[src/hw/rtl/i2ctcp_pkg.sv]
`timescale 1ns / 1ps
// Types and constants shared by the I2C target command parser.
// No dependencies; used by i2ctcp_parser and i2c_target_command_parser.

package i2ctcp_pkg;

	// Bus event kinds as delivered by the I2C target front end.
	typedef enum logic [1:0] {
		EV_ADDR_MATCH = 2'd0,
		EV_READ       = 2'd1,
		EV_WRITE      = 2'd2,
		EV_STOP       = 2'd3
	} event_t;

	typedef enum logic [1:0] {
		PS_IDLE       = 2'd0,
		PS_LED_FIRST  = 2'd1,
		PS_LED_SECOND = 2'd2,
		PS_ADDR       = 2'd3
	} parse_state_t;

	localparam logic [1:0] ACK_NONE = 2'd0;
	localparam logic [1:0] ACK_YES  = 2'd1;
	localparam logic [1:0] ACK_NO   = 2'd2;

	// Command codes carried in the high nibble of a command byte.
	localparam logic [3:0] OP_LEDS    = 4'b0101;
	localparam logic [3:0] OP_ENCODER = 4'b1011;
	localparam logic [3:0] OP_ID      = 4'b1100;

	localparam logic [7:0] ID_LIMIT = 8'h7F;

	typedef struct packed {
		event_t     cmd;
		logic [7:0] data_byte;
	} bus_event_t;

	// Declared from the top bit down so the packed struct is the output tdata word.
	typedef struct packed {
		logic       busy_res;
		logic [6:0] new_id;
		logic       id_valid;
		logic [3:0] encoder_step;
		logic       encoder_valid;
		logic [5:0] led_blue;
		logic [5:0] led_green;
		logic [5:0] led_red;
		logic [1:0] led_button;
		logic       led_valid;
		logic [2:0] sensor_index;
		logic [1:0] ack_code;
	} result_t;

endpackage

[src/hw/rtl/i2ctcp_parser.sv]
`timescale 1ns / 1ps
// Parse state and per-event decode of the I2C target command layer.
// Depends on i2ctcp_pkg. State advances on every enabled event.

module i2ctcp_parser #(
	parameter int SENSOR_BYTES = 6,
	parameter int BUTTONS = 4
) (
	input  logic                   clk,
	input  logic                   arst_n,
	input  logic                   en,
	input  i2ctcp_pkg::bus_event_t ev,
	output i2ctcp_pkg::result_t    res
);

	localparam int PTR_W = (SENSOR_BYTES > 1) ? $clog2(SENSOR_BYTES) : 1;
	localparam int LIST_N = (BUTTONS < 4) ? BUTTONS : 4;
	localparam int IDX_W = (LIST_N > 1) ? $clog2(LIST_N) : 1;

	i2ctcp_pkg::parse_state_t state_q, state_d;
	logic [PTR_W-1:0] ptr_q, ptr_d;
	logic [2:0]       count_q, count_d;
	logic [2:0]       cursor_q, cursor_d;
	logic             busy_q, busy_d;
	logic [7:0]       first_q;
	logic             first_we;
	logic [1:0]       list_q [LIST_N];
	logic [1:0]       list_new [LIST_N];
	logic             list_we;

	logic [3:0] op;
	logic [3:0] low;
	logic [2:0] cnt;
	logic [8:0] ptr_ext;
	logic [1:0] list_sel;

	assign op       = ev.data_byte[7:4];
	assign low      = ev.data_byte[3:0];
	assign ptr_ext  = 9'(ptr_q);
	assign list_sel = list_q[cursor_q[IDX_W-1:0]];

	always_comb begin
		state_d  = state_q;
		ptr_d    = ptr_q;
		count_d  = count_q;
		cursor_d = cursor_q;
		busy_d   = busy_q;
		first_we = 1'b0;
		list_we  = 1'b0;
		res      = '0;
		cnt      = 3'd0;
		for (int j = 0; j < LIST_N; j++) begin
			list_new[j] = list_q[j];
		end

		case (ev.cmd)
			i2ctcp_pkg::EV_ADDR_MATCH: begin
				res.ack_code = i2ctcp_pkg::ACK_YES;
				ptr_d    = '0;
				busy_d   = 1'b1;
				state_d  = i2ctcp_pkg::PS_IDLE;
				count_d  = 3'd0;
				cursor_d = 3'd0;
			end
			i2ctcp_pkg::EV_READ: begin
				res.sensor_index = ptr_ext[2:0];
				if (ptr_q == PTR_W'(SENSOR_BYTES - 1)) begin
					ptr_d = '0;
				end else begin
					ptr_d = ptr_q + PTR_W'(1);
				end
				state_d  = i2ctcp_pkg::PS_IDLE;
				count_d  = 3'd0;
				cursor_d = 3'd0;
			end
			i2ctcp_pkg::EV_WRITE: begin
				res.ack_code = i2ctcp_pkg::ACK_YES;
				case (state_q)
					i2ctcp_pkg::PS_IDLE: begin
						if (op == i2ctcp_pkg::OP_ID) begin
							state_d = i2ctcp_pkg::PS_ADDR;
						end else if (op == i2ctcp_pkg::OP_ENCODER) begin
							res.encoder_valid = 1'b1;
							res.encoder_step  = low;
							count_d  = 3'd0;
							cursor_d = 3'd0;
						end else if (op == i2ctcp_pkg::OP_LEDS) begin
							// Mask bits become button numbers in ascending order,
							// keeping only as many as the list can hold.
							for (int i = 0; i < 4; i++) begin
								if (low[i] && ({1'b0, cnt} < 4'(LIST_N))) begin
									list_new[cnt[IDX_W-1:0]] = 2'(i);
									cnt = cnt + 3'd1;
								end
							end
							list_we  = 1'b1;
							count_d  = cnt;
							cursor_d = 3'd0;
							if (cnt == 3'd0) begin
								res.ack_code = i2ctcp_pkg::ACK_NO;
							end else begin
								state_d = i2ctcp_pkg::PS_LED_FIRST;
							end
						end else begin
							res.ack_code = i2ctcp_pkg::ACK_NO;
							count_d  = 3'd0;
							cursor_d = 3'd0;
						end
					end
					i2ctcp_pkg::PS_LED_FIRST: begin
						first_we = 1'b1;
						state_d  = i2ctcp_pkg::PS_LED_SECOND;
					end
					i2ctcp_pkg::PS_LED_SECOND: begin
						res.led_valid  = 1'b1;
						res.led_button = list_sel;
						res.led_red    = first_q[7:2];
						res.led_green  = {first_q[1:0], ev.data_byte[7:4]};
						res.led_blue   = {ev.data_byte[3:0], 2'b00};
						if (cursor_q + 3'd1 >= count_q) begin
							state_d  = i2ctcp_pkg::PS_IDLE;
							count_d  = 3'd0;
							cursor_d = 3'd0;
						end else begin
							state_d  = i2ctcp_pkg::PS_LED_FIRST;
							cursor_d = cursor_q + 3'd1;
						end
					end
					default: begin
						if (ev.data_byte < i2ctcp_pkg::ID_LIMIT) begin
							res.id_valid = 1'b1;
							res.new_id   = ev.data_byte[6:0];
						end
						state_d  = i2ctcp_pkg::PS_IDLE;
						count_d  = 3'd0;
						cursor_d = 3'd0;
					end
				endcase
			end
			default: begin
				busy_d = 1'b0;
			end
		endcase

		res.busy_res = busy_d;
	end

	always_ff @(posedge clk or negedge arst_n) begin
		if (!arst_n) begin
			state_q  <= i2ctcp_pkg::PS_IDLE;
			ptr_q    <= '0;
			count_q  <= 3'd0;
			cursor_q <= 3'd0;
			busy_q   <= 1'b0;
		end else if (en) begin
			state_q  <= state_d;
			ptr_q    <= ptr_d;
			count_q  <= count_d;
			cursor_q <= cursor_d;
			busy_q   <= busy_d;
		end
	end

	always_ff @(posedge clk) begin
		if (en && first_we) begin
			first_q <= ev.data_byte;
		end
		if (en && list_we) begin
			for (int j = 0; j < LIST_N; j++) begin
				list_q[j] <= list_new[j];
			end
		end
	end

endmodule

[src/hw/rtl/i2c_target_command_parser.sv]
`timescale 1ns / 1ps
// Top level of the I2C target command parser: stream ports, input and result registers.
// Depends on i2ctcp_pkg and i2ctcp_parser.

// Each bus event item yields exactly one result item. An event is held in the
// input register, is decoded against the parse state in a single pass, and lands in
// the result register; a new item is taken every cycle while the result side keeps
// up, giving a throughput of one item per clock. The input is held back only while
// a result waits and the input register is full. There is no clearing pass after reset.

module i2c_target_command_parser #(
	parameter int SENSOR_BYTES = 6,
	parameter int BUTTONS = 4
) (
	input  logic        clk,
	input  logic        arst_n,
	input  logic        s_tvalid,
	output logic        s_tready,
	input  logic [7:0]  s_tdata,  // data_byte[7:0]
	input  logic [1:0]  s_tuser,  // command[1:0]
	output logic        m_tvalid,
	input  logic        m_tready,
	// ack_code[1:0], sensor_index[4:2], led_valid[5], led_button[7:6], led_red[13:8],
	// led_green[19:14], led_blue[25:20], encoder_valid[26], encoder_step[30:27],
	// id_valid[31], new_id[38:32], busy_res[39]
	output logic [39:0] m_tdata
);

	logic                   valid_s1;
	i2ctcp_pkg::bus_event_t ev_s1;
	logic                   out_valid_q;
	i2ctcp_pkg::result_t    out_q;
	i2ctcp_pkg::result_t    res;
	logic                   advance;

	assign advance  = !out_valid_q || m_tready;
	assign s_tready = !valid_s1 || advance;
	assign m_tvalid = out_valid_q;
	assign m_tdata  = out_q;

	i2ctcp_parser #(
		.SENSOR_BYTES(SENSOR_BYTES),
		.BUTTONS(BUTTONS)
	) u_parser (
		.clk(clk),
		.arst_n(arst_n),
		.en(valid_s1 && advance),
		.ev(ev_s1),
		.res(res)
	);

	always_ff @(posedge clk or negedge arst_n) begin
		if (!arst_n) begin
			valid_s1    <= 1'b0;
			out_valid_q <= 1'b0;
		end else begin
			if (s_tready) begin
				valid_s1 <= s_tvalid;
			end
			if (advance) begin
				out_valid_q <= valid_s1;
			end
		end
	end

	always_ff @(posedge clk) begin
		if (s_tvalid && s_tready) begin
			ev_s1.cmd       <= i2ctcp_pkg::event_t'(s_tuser);
			ev_s1.data_byte <= s_tdata;
		end
		if (valid_s1 && advance) begin
			out_q <= res;
		end
	end

endmodule

[config.mk]
export PLATFORM = sky130hd
export DESIGN_NAME = i2c_target_command_parser
export DESIGN_NICKNAME = d
export VERILOG_FILES = /design/src/hw/rtl/i2ctcp_pkg.sv /design/src/hw/rtl/i2ctcp_parser.sv /design/src/hw/rtl/i2c_target_command_parser.sv
export SDC_FILE = /design/constraint.sdc
export NUM_CORES = 1
export LEC_CHECK = 0
export ABC_CLOCK_PERIOD_IN_PS = 3030
export BUFFER_PORTS_ARGS = -buffer_cell sky130_fd_sc_hd__buf_2
export CORE_MARGIN = 2
export CORE_UTILIZATION = 53
export CTS_BUF_LIST = sky130_fd_sc_hd__clkbuf_8
export CTS_CLUSTER_DIAMETER = 40
export DETAILED_ROUTE_END_ITERATION = 10
export PLACE_DENSITY = 0.78
export SYNTH_ARGS = -nofsm -noshare
export SYNTH_HDL_FRONTEND = slang
export SYNTH_HIERARCHICAL = 1
export SYNTH_SLANG_ARGS = --single-unit
[constraint.sdc]
create_clock -name clk -period 3.03 [get_ports clk]
set_clock_uncertainty 0.2 [all_clocks]
set_input_delay 0.303 -clock clk [delete_from_list [all_inputs] [get_ports clk]]
set_output_delay 0.303 -clock clk [all_outputs]
set_load 0.005 [all_outputs]
* Word-level counts from Yosys, hierarchy flattened *
Memories as Yosys holds them, arrays and structs flattened. A register that Yosys moved wholly into a read port is not among the register bits.
Cells that the tools add are included.

cells by class
  add/subtract/negate cells = 5
  magnitude comparators = 11
  equality and inequality tests = 14
  muxes and demuxes = 92
  bitwise gates (word level) = 14
  reduce and logical (&&, ||, !) cells = 31

operators with widths
  cell                                                                   count
  8-bit 2-to-1 mux                                                       18
  3-bit 2-to-1 mux                                                       30
  2-bit 2-to-1 mux                                                       18
  3-bit case mux with 2 select lines                                     3
  3-bit case mux with 3 select lines                                     2
  3-bit by 1-bit adder with 3-bit output (second input constant)         5
  1-bit 2-to-1 mux                                                       14
  2-bit demux with 2-bit select                                          3
  1-bit logical AND                                                      10
  5-bit AND reduction                                                    2
  3-bit >= comparator (second input constant)                            3
  3-bit by 1-bit < comparator with 1-bit output (second input constant)  3
  3-bit < comparator (second input constant)                             3
  2-bit NOT with 3-bit output                                            3
  4-bit bitwise AND                                                      2
  4-bit equality test (second input constant)                            2
  8-bit by 7-bit < comparator with 1-bit output (second input constant)  1
  4-bit by 3-bit != test with 1-bit output (second input constant)       2
  4-bit NOT                                                              2
  4-bit bitwise OR                                                       2
  8-bit bitwise OR                                                       1
  2-bit case mux with 2 select lines                                     2
  4-bit OR reduction                                                     2
  2-bit case mux with 3 select lines                                     1
  other kinds (21)                                                       33

word-level totals
  register bits = 70
  RAM bits = 8
  bits of input ports = 14
  output and inout bits = 42
  word-level logic and storage cells = 190
  memories = 1

memory list
  name             depth  width  rd ports  clocked after Yosys merged registers in  write ports  RTL line             text
  u_parser.list_q  4      2      5         1                                        4            i2ctcp_parser.sv:27  logic [1:0] list_q [LIST_N];

* Depth between registers and ports, before layout *
Gate-level depths: netlist (run 1).

  depth in word-level cells = 37
  depth in mapped cells = 8
  gate-level depth less buffers = 7

* Modules after synthesis *
The synthesis (run 1) kept the hierarchy.

by module, submodules not included
  module                     times used  cells an instance  area an instance (um^2)  sequential area each (um^2)
  i2ctcp_parser              1           218                2,038.2                  780.7
  i2c_target_command_parser  1           58                 1,605.3                  1,551.5

* Worst setup path after synthesis (run 1) *
OpenSTA, ideal clock, no wires.

  path kind = register to register
  start point = register out_valid_q, in the netlist m_tvalid
  end point = register u_parser.count_q[0]
  library setup time = 0.110 ns
  arrival = 2.550 ns
  required time = 2.720 ns
  path slack = 0.170 ns
  cell stages (with the launch flop) = 8
  buffers on the path = 0
  period minus slack after synthesis = 2.860 ns
  cell sequence = dfrtp_1 -> nand2b_1 -> and2_1 -> inv_1 -> nor2_1 -> o21a_1 -> nand2b_1 -> o41ai_1

on the way
  longest elaborated chain between the ends = 4

ends and longest elaborated chain
  what                           RTL line                         text
  from (decl)                    i2c_target_command_parser.sv:31  logic out_valid_q;
  from (signal assigned)         i2c_target_command_parser.sv:61  out_valid_q <= valid_s1;
  1-bit zero test                i2c_target_command_parser.sv:36  assign advance = !out_valid_q || m_tready;
  1-bit logical OR               i2c_target_command_parser.sv:36
  1-bit logical AND              i2c_target_command_parser.sv:47  .en(valid_s1 && advance),
  5-bit AND reduction (no line)  --
  to (signal assigned)           i2ctcp_parser.sv:158             count_q <= count_d;
  to (decl)                      i2ctcp_parser.sv:22              logic [2:0] count_q, count_d;

Every way passes these cells.
A chain may end at the register's enable or synchronous reset.

==> PnR_summary.wiki, run 1 <==
{| class="wikitable"
! Metric !! Value
|-
| Final critical-path required period || 2.589 ns
|-
| Synth Flop Type || edfxtp_1
|-
| Insertion delay of the later-clocked pin in the worst-skew pair || about 0.34 ns
|-
| Fin Setup TNS || 0 ns
|-
| Share of cells above drive strength 1 || about a quarter
|-
| Effective utilization at floorplan || 54.23%
|-
| Antenna violations before repair || 0
|-
| Proportion of synthesized flip-flops having asynchronous set or reset || 17.50%
|-
| Portion of the post-synthesis area used by sequential elements || 64.01%
|-
| Clock tree root driver cell || clkbuf_8
|-
| Post-placement setup slack || 0.4886 ns
|-
| Maximum level of the CTS H-tree || 3
|-
| Crit. End Element || flop
|-
| CTS tree || yes
|-
| DR WL/cell || 15.06 um
|-
| Netlist cell types || 58
|-
| Synth-to-Final Area Change || 19.57%
|-
| Setup Fix Bufs, Post-CTS || 0
|-
| Cell count after synthesis || 276
|-
| Category of the worst setup path launch point || flop
|-
| Status || complete, no violations
|-
| Violation count after the first detailed-route iteration || roughly 100
|-
| # clock sinks || 80
|-
| Total clock buffers created by CTS || 9
|-
| HPWL after detailed placement || 4302 um
|-
| Largest area contributor in the netlist || edfxtp_1
|-
| Clk pin slew, worst setup/hold paths || 0.08 ns
|-
| Area of the multi-input gates || roughly 0.0012 mm^2
|-
| Total of flip-flops plus latches after synthesis || 80
|-
| Total power divided by cell area || slightly below 600 mW/mm^2
|-
| Synthesized cell area || 0.003643 mm^2
|-
| Final weighted congestion of routability-driven global placement || about 0.82
|-
| Max-slew headroom || 47.56%
|-
| Final count of hold timing violations || 0
|-
| Utilization after layout || 64.84%
|-
| Vias/cell || 5.327
|-
| Antenna fix cells || 0
|-
| Dominant cells by area after synthesis || edfxtp_1, dfrtp_1, and2_1
|-
| Non-filler instance count after layout || 434
|-
| Die height || roughly 87 um
|-
| Count of unresolved DRC violations after routing || 0
|-
| Largest net degree at the start of global routing || 46
|-
| Area share of the largest cell type after synthesis || 54.40%
|-
| Post-synthesis area per instance || about 13 um^2
|-
| Final number of setup-violating endpoints || 0
|-
| Area of the die || 0.007553 mm^2
|-
| P_leak || 1.760 nW
|-
| Filler instances || just under 500
|-
| RSZ-0062 raised after global routing || no
|-
| Peak VDD IR || 0.0002950 V
|-
| Number of max-capacitance violations reported || 0
|-
| Type of the worst min-delay path || in -> reg
|-
| Post-route clock period utilization || 85.44%
|-
| Total wire length || between 6000 and 7000 um
|-
| Final net count || 376
|-
| Placed Area || 0.003994 mm^2
|-
| Yosys warning count || 6
|-
| Slew at the pin closest to its max-slew limit || between 0.7 and 0.8 ns
|-
| First-pass iteration count of the detailed router || 4
|-
| Via count of the first global-routing pass || between 2k and 2.5k
|-
| Number of enable-type register cells in the synthesized netlist || 66
|-
| Port-buffer cells || 55
|-
| Core outline area || 0.006719 mm^2
|-
| Die extent in x || 86.91 um
|-
| Count of placed standard cells including taps || ~410
|-
| Cell with the largest stage delay on the worst path || ha_1
|-
| Slowest stage delay, CP || 0.41 ns
|-
| Arrival time at the worst endpoint || 2.49 ns
|-
| Congestion Overflow GR || 0
|-
| Storage element area || 0.002332 mm^2
|-
| Count of final max-slew check failures || 0
|-
| I/O pin total || between 50 and 60
|-
| Antenna violation net count after detailed routing || 0
|-
| Biggest fanout along the worst timing path || 17
|-
| Maximum buffer depth of the clock tree || 2
|-
| Final instance area || 0.004357 mm^2
|-
| Required time at the worst-slack endpoint || around 2.9 ns
|-
| Top achievable clock speed || around 390 MHz
|-
| First-pass GRT wire length || between 10000 and 15000 um
|-
| GRT Util Overall || between 10% and 20%
|-
| Num rows || 30
|-
| CP Class || reg -> reg
|-
| Worst path cell trace || inv_1 -> ha_1 -> and3b_1 -> a211o_1 -> a221oi_1 -> o21ai_1 -> o22a_1
|-
| Post-route setup slack || 0.4412 ns
|-
| Vias after detailed routing || 2312
|}
==> what timing repair did <==
action / in CTS / in global routing
gates resized for setup: 0 / 0
hold endpoints to repair: 25 / 0
hold buffers: 12 / 0
==> area by class of cell <==
class,count,area share (%)
clock buffers,9,2.843
clock inverters,7,2.728
inverters,11,0.9477
multi-input cells,176,27.89
flip-flops and latches,80,53.53
well taps,80,2.298
repair buffers,71,9.764
==> per-stage QoR <==
step / power [mW] / hold slack (ns)
4_1_cts: 2.558 / 0.02315
3_3_place_gp: 1.614 / 0.02103
5_1_grt: 2.649 / 0.05692
2_1_floorplan: 1.530 / -0.1926
6_report: 2.540 / 0.04899
3_5_place_dp: 1.624 / 0.02685
==> critical path: cells and delay by family (launching register included) <==
family | cells | cell delay, ns
and+or+nand+nor | 1 | 0.26
AOI/OAI and AO/OA | 4 | 0.93
buffers and inverters | 1 | 0.16
adders and majority gates | 1 | 0.41
DFF | 1 | 0.39
==> where the power goes <==
| group | internal, mW | switching, mW | leakage (nW) |
|---|---|---|---|
| clock | 0.548 | 0.377 | 0.117 |
| sequential | 1.28 | 0.0610 | 0.814 |
| combinational | 0.124 | 0.149 | 0.828 |
==> worst paths after layout <==
kind / from / slack (ns) / depth (start not counted) / to
worst max-delay path: ev_s1[0] / 0.44 / 7 / m_tdata[0]
worst min register to register: u_parser/cursor_q[2] / 0.29 / 1 / u_parser/cursor_q[2]
worst max register to register: ev_s1[0] / 0.44 / 7 / m_tdata[0]
min in group asynchronous: arst_n / 0.18 / 2 / u_parser/cursor_q[1]
max in group asynchronous: arst_n / 2.20 / 2 / u_parser/state_q[0]
worst min-delay path: m_tready / 0.05 / 3 / m_tvalid
==> Yosys cell counts, drive strengths merged (4+ instances only) <==
library cell / count
nand3: 4
nand3b: 4
nor2b: 5
buf: 7
dfrtp: 14
edfxtp: 66
nor3: 6
nand2: 23
o21ai: 15
inv: 11
nor2: 13
a21oi: 4
and2: 32
nand2b: 12
ha: 13
==> sequential cells by signal, indices dropped and copies added (netlist names) <==
signal             flops
u_parser/list_q        8
valid_s1               1
u_parser/state_q       2
u_parser/count_q       3
u_parser/busy_q        1
u_parser/ptr_q         3
u_parser/first_q       8
m_tvalid               1
u_parser/cursor_q      3
m_tdata               40
ev_s1                 10
==> metal layers <==
layer / routed length (um) / up-vias / GRT usage (%)
met4: 59 / 0 / 5.540
met3: 240 / 5 / 5.118
li1: - / 1146 / -
met5: 0 / - / 0
met2: 3194 / 50 / 29.98
met1: 3040 / 1111 / 24.43
==> kinds of logic (layout without fill, tap and decap cells) <==
kind of cell / Yosys count / in the layout / synth area share (%)
muxes: 4 / 4 / 1.786
buffers and inverters: 21 / 98 / 2.781
adders and majority gates: 13 / 13 / 4.464
DFF: 80 / 80 / 64.01
AOI/OAI and AO/OA: 46 / 46 / 9.170
other: 1 / 2 / 0.1029
and+or+nand+nor: 110 / 110 / 17.45
xor gates and xnor gates: 1 / 1 / 0.2404
==> placed cells by master (no fill, tap or decap), drive strengths merged, types with 2 or more instances in the layout <==
| cell type | instances |
|---|---|
| dfrtp | 14 |
| buf | 59 |
| and3 | 2 |
| bufinv | 3 |
| conb | 2 |
| and2 | 32 |
| ha | 13 |
| nand3 | 4 |
| nor2 | 13 |
| nor3b | 2 |
| mux2i | 2 |
| nor2b | 5 |
| o31ai | 3 |
| a22o | 2 |
| a2111oi | 2 |
| o21ai | 15 |
| nand2 | 23 |
| nor3 | 6 |
| mux4 | 2 |
| a21boi | 2 |
| clkbuf | 9 |
| a21oi | 4 |
| and3b | 2 |
| clkinv | 2 |
| nand3b | 4 |
| dlygate4sd3 | 12 |
| inv | 12 |
| nand2b | 12 |
| edfxtp | 66 |
Power figures use the tool's default switching activity.
==> run 2: changes to the inputs <==
==> constraint.sdc (replaced) <==
create_clock -name clk -period 3.03 [get_ports clk]
set_clock_uncertainty 0.2 [all_clocks]
set_input_delay 0.606 -clock clk [delete_from_list [all_inputs] [get_ports clk]]
set_output_delay 0.606 -clock clk [all_outputs]
set_load 0.005 [all_outputs]
==> PnR_summary.wiki, run 2 (same netlist as run 1, synthesis figures left out) <==
{| class="wikitable"
! Metric !! Value
|-
| Worst path cell trace || inv_1 -> ha_1 -> and3b_1 -> a211o_1 -> a221oi_1 -> o21ai_1 -> o22a_1 (unchanged)
|-
| Count of unresolved DRC violations after routing || 0 (unchanged)
|-
| Congestion Overflow GR || 0 (unchanged)
|-
| Reg-to-Reg Start || ev_s1[0] (unchanged)
|-
| Final number of setup-violating endpoints || 0 (unchanged)
|-
| Core outline area || 0.006719 mm^2 (unchanged)
|-
| # clock sinks || 80 (unchanged)
|-
| Depth of the worst register-to-register path || 7 (unchanged)
|-
| Peak VDD IR || 0.0002574 V (was 0.0002950 V)
|-
| Arrival time at the worst endpoint || 2.47 ns (was 2.49 ns)
|-
| Number of max-capacitance violations reported || 0 (unchanged)
|-
| First-pass iteration count of the detailed router || 5 (was 4)
|-
| GRT Util Overall || 17.33% (was 18.49%)
|-
| Filler instances || 494 (was 487)
|-
| Required time at the worst-slack endpoint || 2.93 ns (about the same)
|-
| Die extent in x || 86.91 um (unchanged)
|-
| Fin Setup TNS || 0 ns (unchanged)
|-
| Number of cells upsized or downsized after cts || 0 (unchanged)
|-
| Category of the worst setup path launch point || flop (unchanged)
|-
| Area of the die || 0.007553 mm^2 (unchanged)
|-
| WHS Path Cells || 1 (was 3)
|-
| Die height || 86.91 um (unchanged)
|-
| Crit. End Element || flop (unchanged)
|-
| Most common library cell in the layout ignoring fill and taps || edfxtp_1 (unchanged)
|-
| Via count of the first global-routing pass || 2085 (was 2151)
|-
| CTS tree || yes (unchanged)
|-
| Antenna violation net count after detailed routing || 0 (unchanged)
|-
| Top library cells by usage in the layout, fill and taps aside || edfxtp_1, buf_2, and2_1 (unchanged)
|-
| Reg-to-reg endpoint || m_tdata[0] (unchanged)
|-
| Max FFs per register || 40 (unchanged)
|-
| Final weighted congestion of routability-driven global placement || 0.8359 (was 0.8246)
|-
| First-pass GRT wire length || 9846 um (was 10500 um)
|-
| Total wire length || 6243 um (was 6535 um)
|-
| Largest delay contributor family on the critical path || compound AO/OA/AOI/OAI gates (unchanged)
|-
| DR WL/cell || 14.76 um (was 15.06 um)
|-
| Largest net degree at the start of global routing || 47 (was 46)
|-
| Final count of hold timing violations || 0 (unchanged)
|-
| Cell with the largest stage delay on the worst path || ha_1 (unchanged)
|-
| HPWL after detailed placement || 4318 um (was 4302 um)
|-
| Final critical-path required period || 2.569 ns (was 2.589 ns)
|-
| WP buf/inv || 1 (unchanged)
|-
| Maximum buffer depth of the clock tree || 2 (unchanged)
|-
| Final Hold Slack || 0.2310 ns (was 0.04899 ns)
|-
| Top achievable clock speed || 389.3 MHz (was 386.3 MHz)
|-
| Count of final max-slew check failures || 0 (unchanged)
|-
| Final net count || 365 (was 376)
|-
| Vias/cell || 5.504 (was 5.327)
|-
| Max-slew headroom || 49.85% (was 47.56%)
|-
| Status || complete, no violations (unchanged)
|-
| Total clock buffers created by CTS || 9 (unchanged)
|-
| Maximum level of the CTS H-tree || 3 (unchanged)
|-
| P_leak || 1.706 nW (was 1.760 nW)
|-
| I/O pin total || 56 (unchanged)
|-
| Reg-to-reg slack, setup || 0.46 ns (was 0.44 ns)
|-
| Post-route clock period utilization || 84.78% (was 85.44%)
|-
| Setup Fix Bufs, Post-CTS || 0 (unchanged)
|-
| Insertion delay of the later-clocked pin in the worst-skew pair || 0.35 ns (was 0.34 ns)
|-
| Slew at the pin closest to its max-slew limit || 0.7502 ns (was 0.7836 ns)
|-
| Port-buffer cells || 55 (unchanged)
|-
| Clock tree root driver cell || clkbuf_8 (unchanged)
|-
| Type of the worst min-delay path || in -> reg (unchanged)
|-
| Antenna fix cells || 0 (unchanged)
|-
| Worst-case hold path end point || ev_s1[9] (was m_tvalid)
|-
| Violation count after the first detailed-route iteration || 195 (was 98)
|-
| Vias after detailed routing || 2328 (was 2312)
|-
| Clk pin slew, worst setup/hold paths || 0.08 ns (about the same)
|-
| Hold-fix buffers at CTS || 1 (was 12)
|-
| Antenna violations before repair || 0 (unchanged)
|-
| Total power divided by cell area || 578.5 mW/mm^2 (was 582.9 mW/mm^2)
|-
| Slowest stage delay, CP || 0.41 ns (about the same)
|-
| Biggest fanout along the worst timing path || 17 (unchanged)
|-
| Synth-to-Final Area Change || 15.90% (was 19.57%)
|-
| RSZ-0062 raised after global routing || no (unchanged)
|-
| Num rows || 30 (unchanged)
|-
| Share of cells above drive strength 1 || 24.78% (was 23.73%)
|-
| Effective utilization at floorplan || 54.23% (unchanged)
|-
| Hold Startpoint || s_tuser[1] (was m_tready)
|-
| CP Class || reg -> reg (unchanged)
|}
==> run 2: cell types whose count changed in the layout (fill, tap and decap cells not counted), sizes merged <==
cell,before,now
dlygate4sd3,12,1
bufinv,3,2
clkinv,2,3
==> run 2: worst max-delay path by stage <==
stage                  start  depth (start not counted)                   to  slack (ns)
floorplan           m_tready                          7  u_parser/count_q[0]        0.49
global placement    ev_s1[0]                          7           m_tdata[0]        0.56
detailed placement  ev_s1[0]                          7           m_tdata[0]        0.49
CTS                 ev_s1[0]                          7           m_tdata[0]        0.48
global route        ev_s1[0]                          7           m_tdata[0]        0.33
finish              ev_s1[0]                          7           m_tdata[0]        0.46
==> run 2: worst reg2reg max path: stages, from the launching register on <==
cell	delay [ns]
edfxtp_1	0.39
inv_1	0.16
ha_1	0.41
and3b_1	0.26
a211o_1	0.28
a221oi_1	0.29
o21ai_1	0.15
o22a_1	0.19
==> run 2: through the flow <==
| stage | util [%] | instance area (um^2) | setup slack [ns] | std cells | power [mW] |
|---|---|---|---|---|---|
| 2_1_floorplan | - | 3649 | 0.4865 | 277 | 1.529 |
| 3_3_place_gp | 59.44 | 3994 | 0.5595 | 406 | 1.615 |
| 3_5_place_dp | 59.44 | 3994 | 0.4864 | 406 | 1.626 |
| 4_1_cts | 62.85 | 4223 | 0.4826 | 423 | 2.461 |
| 5_1_grt | 62.85 | 4223 | 0.3330 | 423 | 2.547 |
| 6_report | 62.85 | 4223 | 0.4611 | 423 | 2.443 |
==> run 2: metal layers <==
layer  up-vias  share of wire, %  track usage [%]
met1      1124                45            22.63
met2        77                49            27.55
li1       1123                 -                -
met4         0              0.72            5.824
met3         4               4.6            5.498
met5         -                 0                0
==> run 2: area by class of cell <==
class | count | area [um^2] | share of cell area, %
inverters | 11 | 41.29 | 0.9778
well taps | 80 | 100.1 | 2.370
multi-input cells | 176 | 1215 | 28.77
clock buffers | 9 | 123.9 | 2.933
flip-flops and latches | 80 | 2332 | 55.23
clock inverters | 7 | 95.09 | 2.252
repair buffers | 60 | 315.3 | 7.467
==> run 2: report_power, final <==
group | total (mW) | leakage (nW) | switching [mW] | internal [mW]
Sequential | 1.34 | 0.814 | 0.0605 | 1.28
Clock | 0.838 | 0.110 | 0.373 | 0.465
Combinational | 0.265 | 0.782 | 0.150 | 0.116
==> run 3: changes to the inputs <==
ABC_CLOCK_PERIOD_IN_PS = 2100   (was 3030)
clock period = 2.1 ns   (was 3.03 ns; I/O delays follow)
==> PnR_summary.wiki, run 3 (same netlist as run 1, synthesis figures left out) <==
{| class="wikitable"
! Metric !! Value
|-
| Share of cells above drive strength 1 || 40.00% (was 24.78%)
|-
| Fraction of power spent switching nets || 27.28% (was 23.87%)
|-
| I/O pin total || 56 (unchanged)
|-
| GRT Util Overall || 19.93% (was 17.33%)
|-
| CP Class || reg -> reg (unchanged)
|-
| Crit. End Element || flop (unchanged)
|-
| Insertion delay of the later-clocked pin in the worst-skew pair || 0.37 ns (was 0.35 ns)
|-
| Maximum level of the CTS H-tree || 3 (unchanged)
|-
| Max-slew headroom || 65.21% (was 49.85%)
|-
| Worst path cell trace || ha_4 -> xor2_1 -> ha_1 -> a2111oi_4 -> buf_4 -> nor3_2 -> a211oi_2 (was inv_1 -> ha_1 -> and3b_1 -> a211o_1 -> a221oi_1 -> o21ai_1 -> o22a_1)
|-
| CTS tree || yes (unchanged)
|-
| Status || finished, violations left (was complete, no violations)
|-
| Slew at the pin closest to its max-slew limit || 0.5213 ns (was 0.7502 ns)
|-
| Vias after detailed routing || 2480 (was 2328)
|-
| Count of unresolved DRC violations after routing || 0 (unchanged)
|-
| Final weighted congestion of routability-driven global placement || 0.8685 (was 0.8359)
|-
| Peak VDD IR || 0.0004393 V (was 0.0002574 V)
|-
| WP buf/inv || 1 (unchanged)
|-
| Number of max-capacitance violations reported || 0 (unchanged)
|-
| Total clock buffers created by CTS || 9 (unchanged)
|-
| Clk pin slew, worst setup/hold paths || 0.09 ns (was 0.08 ns)
|-
| Num rows || 30 (unchanged)
|-
| P_leak || 1.910 nW (was 1.706 nW)
|-
| Final net count || 407 (was 365)
|-
| Net Sw Power || 0.9523 mW (was 0.5832 mW)
|-
| Most common library cell in the layout ignoring fill and taps || edfxtp_1 (unchanged)
|-
| Post-route setup slack || -0.09081 ns (was 0.4611 ns)
|-
| Final critical-path required period || 2.191 ns (was 2.569 ns)
|-
| Total wire length || 7157 um (was 6243 um)
|-
| Post-route clock period utilization || 104.3% (was 84.78%)
|-
| Count of final max-slew check failures || 0 (unchanged)
|-
| RSZ-0062 raised after global routing || yes (was no)
|-
| Count of placed standard cells including taps || 441 (was 406)
|-
| Category of the worst setup path launch point || flop (unchanged)
|-
| Die height || 86.91 um (unchanged)
|-
| Failing checks || setup timing
|-
| Slowest stage delay, CP || 0.44 ns (was 0.41 ns)
|-
| Cell with the largest stage delay on the worst path || dfrtp_2 (was ha_1)
|-
| Part of the total power dissipated in combinational logic || 14.5% (was 10.9%)
|-
| Internal power component || 2.539 mW (was 1.860 mW)
|-
| Fin Setup TNS || -0.4386 ns (was 0 ns)
|-
| Required time at the worst-slack endpoint || 2.19 ns (was 2.93 ns)
|-
| HPWL after detailed placement || 4922 um (was 4318 um)
|-
| Largest delay contributor family on the critical path || compound AO/OA/AOI/OAI gates (unchanged)
|-
| Antenna violation net count after detailed routing || 0 (unchanged)
|-
| Top library cells by usage in the layout, fill and taps aside || edfxtp_1, buf_2, buf_4 (was edfxtp_1, buf_2, and2_1)
|-
| DR WL/cell || 15.39 um (was 14.76 um)
|-
| Clock tree root driver cell || clkbuf_8 (unchanged)
|-
| Share of power burned in the clock network || 30.5% (was 34.3%)
|-
| Filler instances || 483 (was 494)
|-
| Maximum buffer depth of the clock tree || 2 (unchanged)
|-
| First-pass GRT wire length || 11230 um (was 9846 um)
|-
| Total power divided by cell area || 751.5 mW/mm^2 (was 578.5 mW/mm^2)
|-
| Max FFs per register || 40 (unchanged)
|-
| Antenna fix cells || 0 (unchanged)
|-
| Via count of the first global-routing pass || 2367 (was 2085)
|-
| Final number of setup-violating endpoints || 7 (was 0)
|-
| Die extent in x || 86.91 um (unchanged)
|-
| Final count of hold timing violations || 0 (unchanged)
|-
| Largest net degree at the start of global routing || 34 (was 47)
|-
| First-pass iteration count of the detailed router || 4 (was 5)
|-
| Post-placement setup slack || -0.08524 ns (was 0.4864 ns)
|-
| Biggest fanout along the worst timing path || 4 (was 17)
|-
| Top achievable clock speed || 456.5 MHz (was 389.3 MHz)
|-
| Non-filler instance count after layout || 465 (was 423)
|-
| Type of the worst min-delay path || in -> reg (unchanged)
|-
| Arrival time at the worst endpoint || 2.28 ns (was 2.47 ns)
|-
| Synth-to-Final Area Change || 27.51% (was 15.90%)
|-
| Core outline area || 0.006719 mm^2 (unchanged)
|-
| Vias/cell || 5.333 (was 5.504)
|-
| # clock sinks || 80 (unchanged)
|-
| Port-buffer cells || 55 (unchanged)
|-
| Violation count after the first detailed-route iteration || 150 (was 195)
|-
| Congestion Overflow GR || 0 (unchanged)
|-
| Area of the die || 0.007553 mm^2 (unchanged)
|-
| Sequential group share of total power || 55.0% (was 54.8%)
|-
| Effective utilization at floorplan || 54.23% (unchanged)
|-
| Antenna violations before repair || 0 (unchanged)
|}
[run 3: final cells by class]
type                       instances  area (um^2)  area share (%)
clock inverter                     7        60.06           1.293
clock buffer                       9        123.9           2.666
sequential                        80         2333           50.23
timing repair buffer             102        630.6           13.57
tap                               80        100.1           2.155
multi-input combinational        176         1356           29.19
inverter                          11        41.29          0.8888
[run 3: worst paths after layout]
path / from / end / slack (ns) / cells after the start
min in group asynchronous: arst_n / u_parser/cursor_q[2] / 0.28 / 2
setup / recovery: u_parser/cursor_q[0] / u_parser/state_q[0] / -0.09 / 7
hold reg to reg: u_parser/cursor_q[2] / u_parser/cursor_q[2] / 0.31 / 1
hold / removal: s_tdata[6] / ev_s1[6] / 0.02 / 1
max in group asynchronous: arst_n / u_parser/cursor_q[0] / 1.14 / 2
setup reg to reg: u_parser/cursor_q[0] / u_parser/state_q[0] / -0.09 / 7
[run 3: per-stage QoR]
stage          power (mW)  cell area (um^2)  util (%)  hold slack, ns
5_1_grt             3.639              4646     69.14         0.01203
3_3_place_gp        2.403              4310     64.15          0.1389
6_report            3.491              4646     69.14         0.02340
3_5_place_dp        2.420              4310     64.15          0.1457
2_1_floorplan       2.217              3702         -        -0.07559
4_1_cts             3.489              4542     67.60        0.009117
[run 3: power groups by stage]
stage	clock, mW	combinational (mW)	sequential, mW
after floorplan	0	0.272	1.95
after global placement	0	0.455	1.95
after detailed placement	0	0.469	1.95
after CTS	1.09	0.482	1.92
after global routing	1.14	0.565	1.93
final	1.06	0.508	1.92
[run 3: timing repair]
action                                  in CTS  in global routing
endpoints found under the setup margin       7                 35
hold buffers                                 1                  0
endpoints found under the hold margin       14                  0
pin swaps                                    5                  9
setup buffers                                3                  4
resized for setup                            6                 19
[run 3: layer usage]
layer,vias to the layer above,track usage [%],routed length [um]
li1,1209,-,-
met1,1188,24.95,3089
met2,68,33.17,3632
met3,15,4.645,281
met4,0,8.665,153
met5,-,0,0
[run 3: worst reg2reg max path, stage by stage (launching register included)]
cell and delay (ns):
dfrtp_2 0.44, ha_4 0.17, xor2_1 0.14, ha_1 0.32, a2111oi_4 0.43, buf_4 0.21
nor3_2 0.05, a211oi_2 0.14
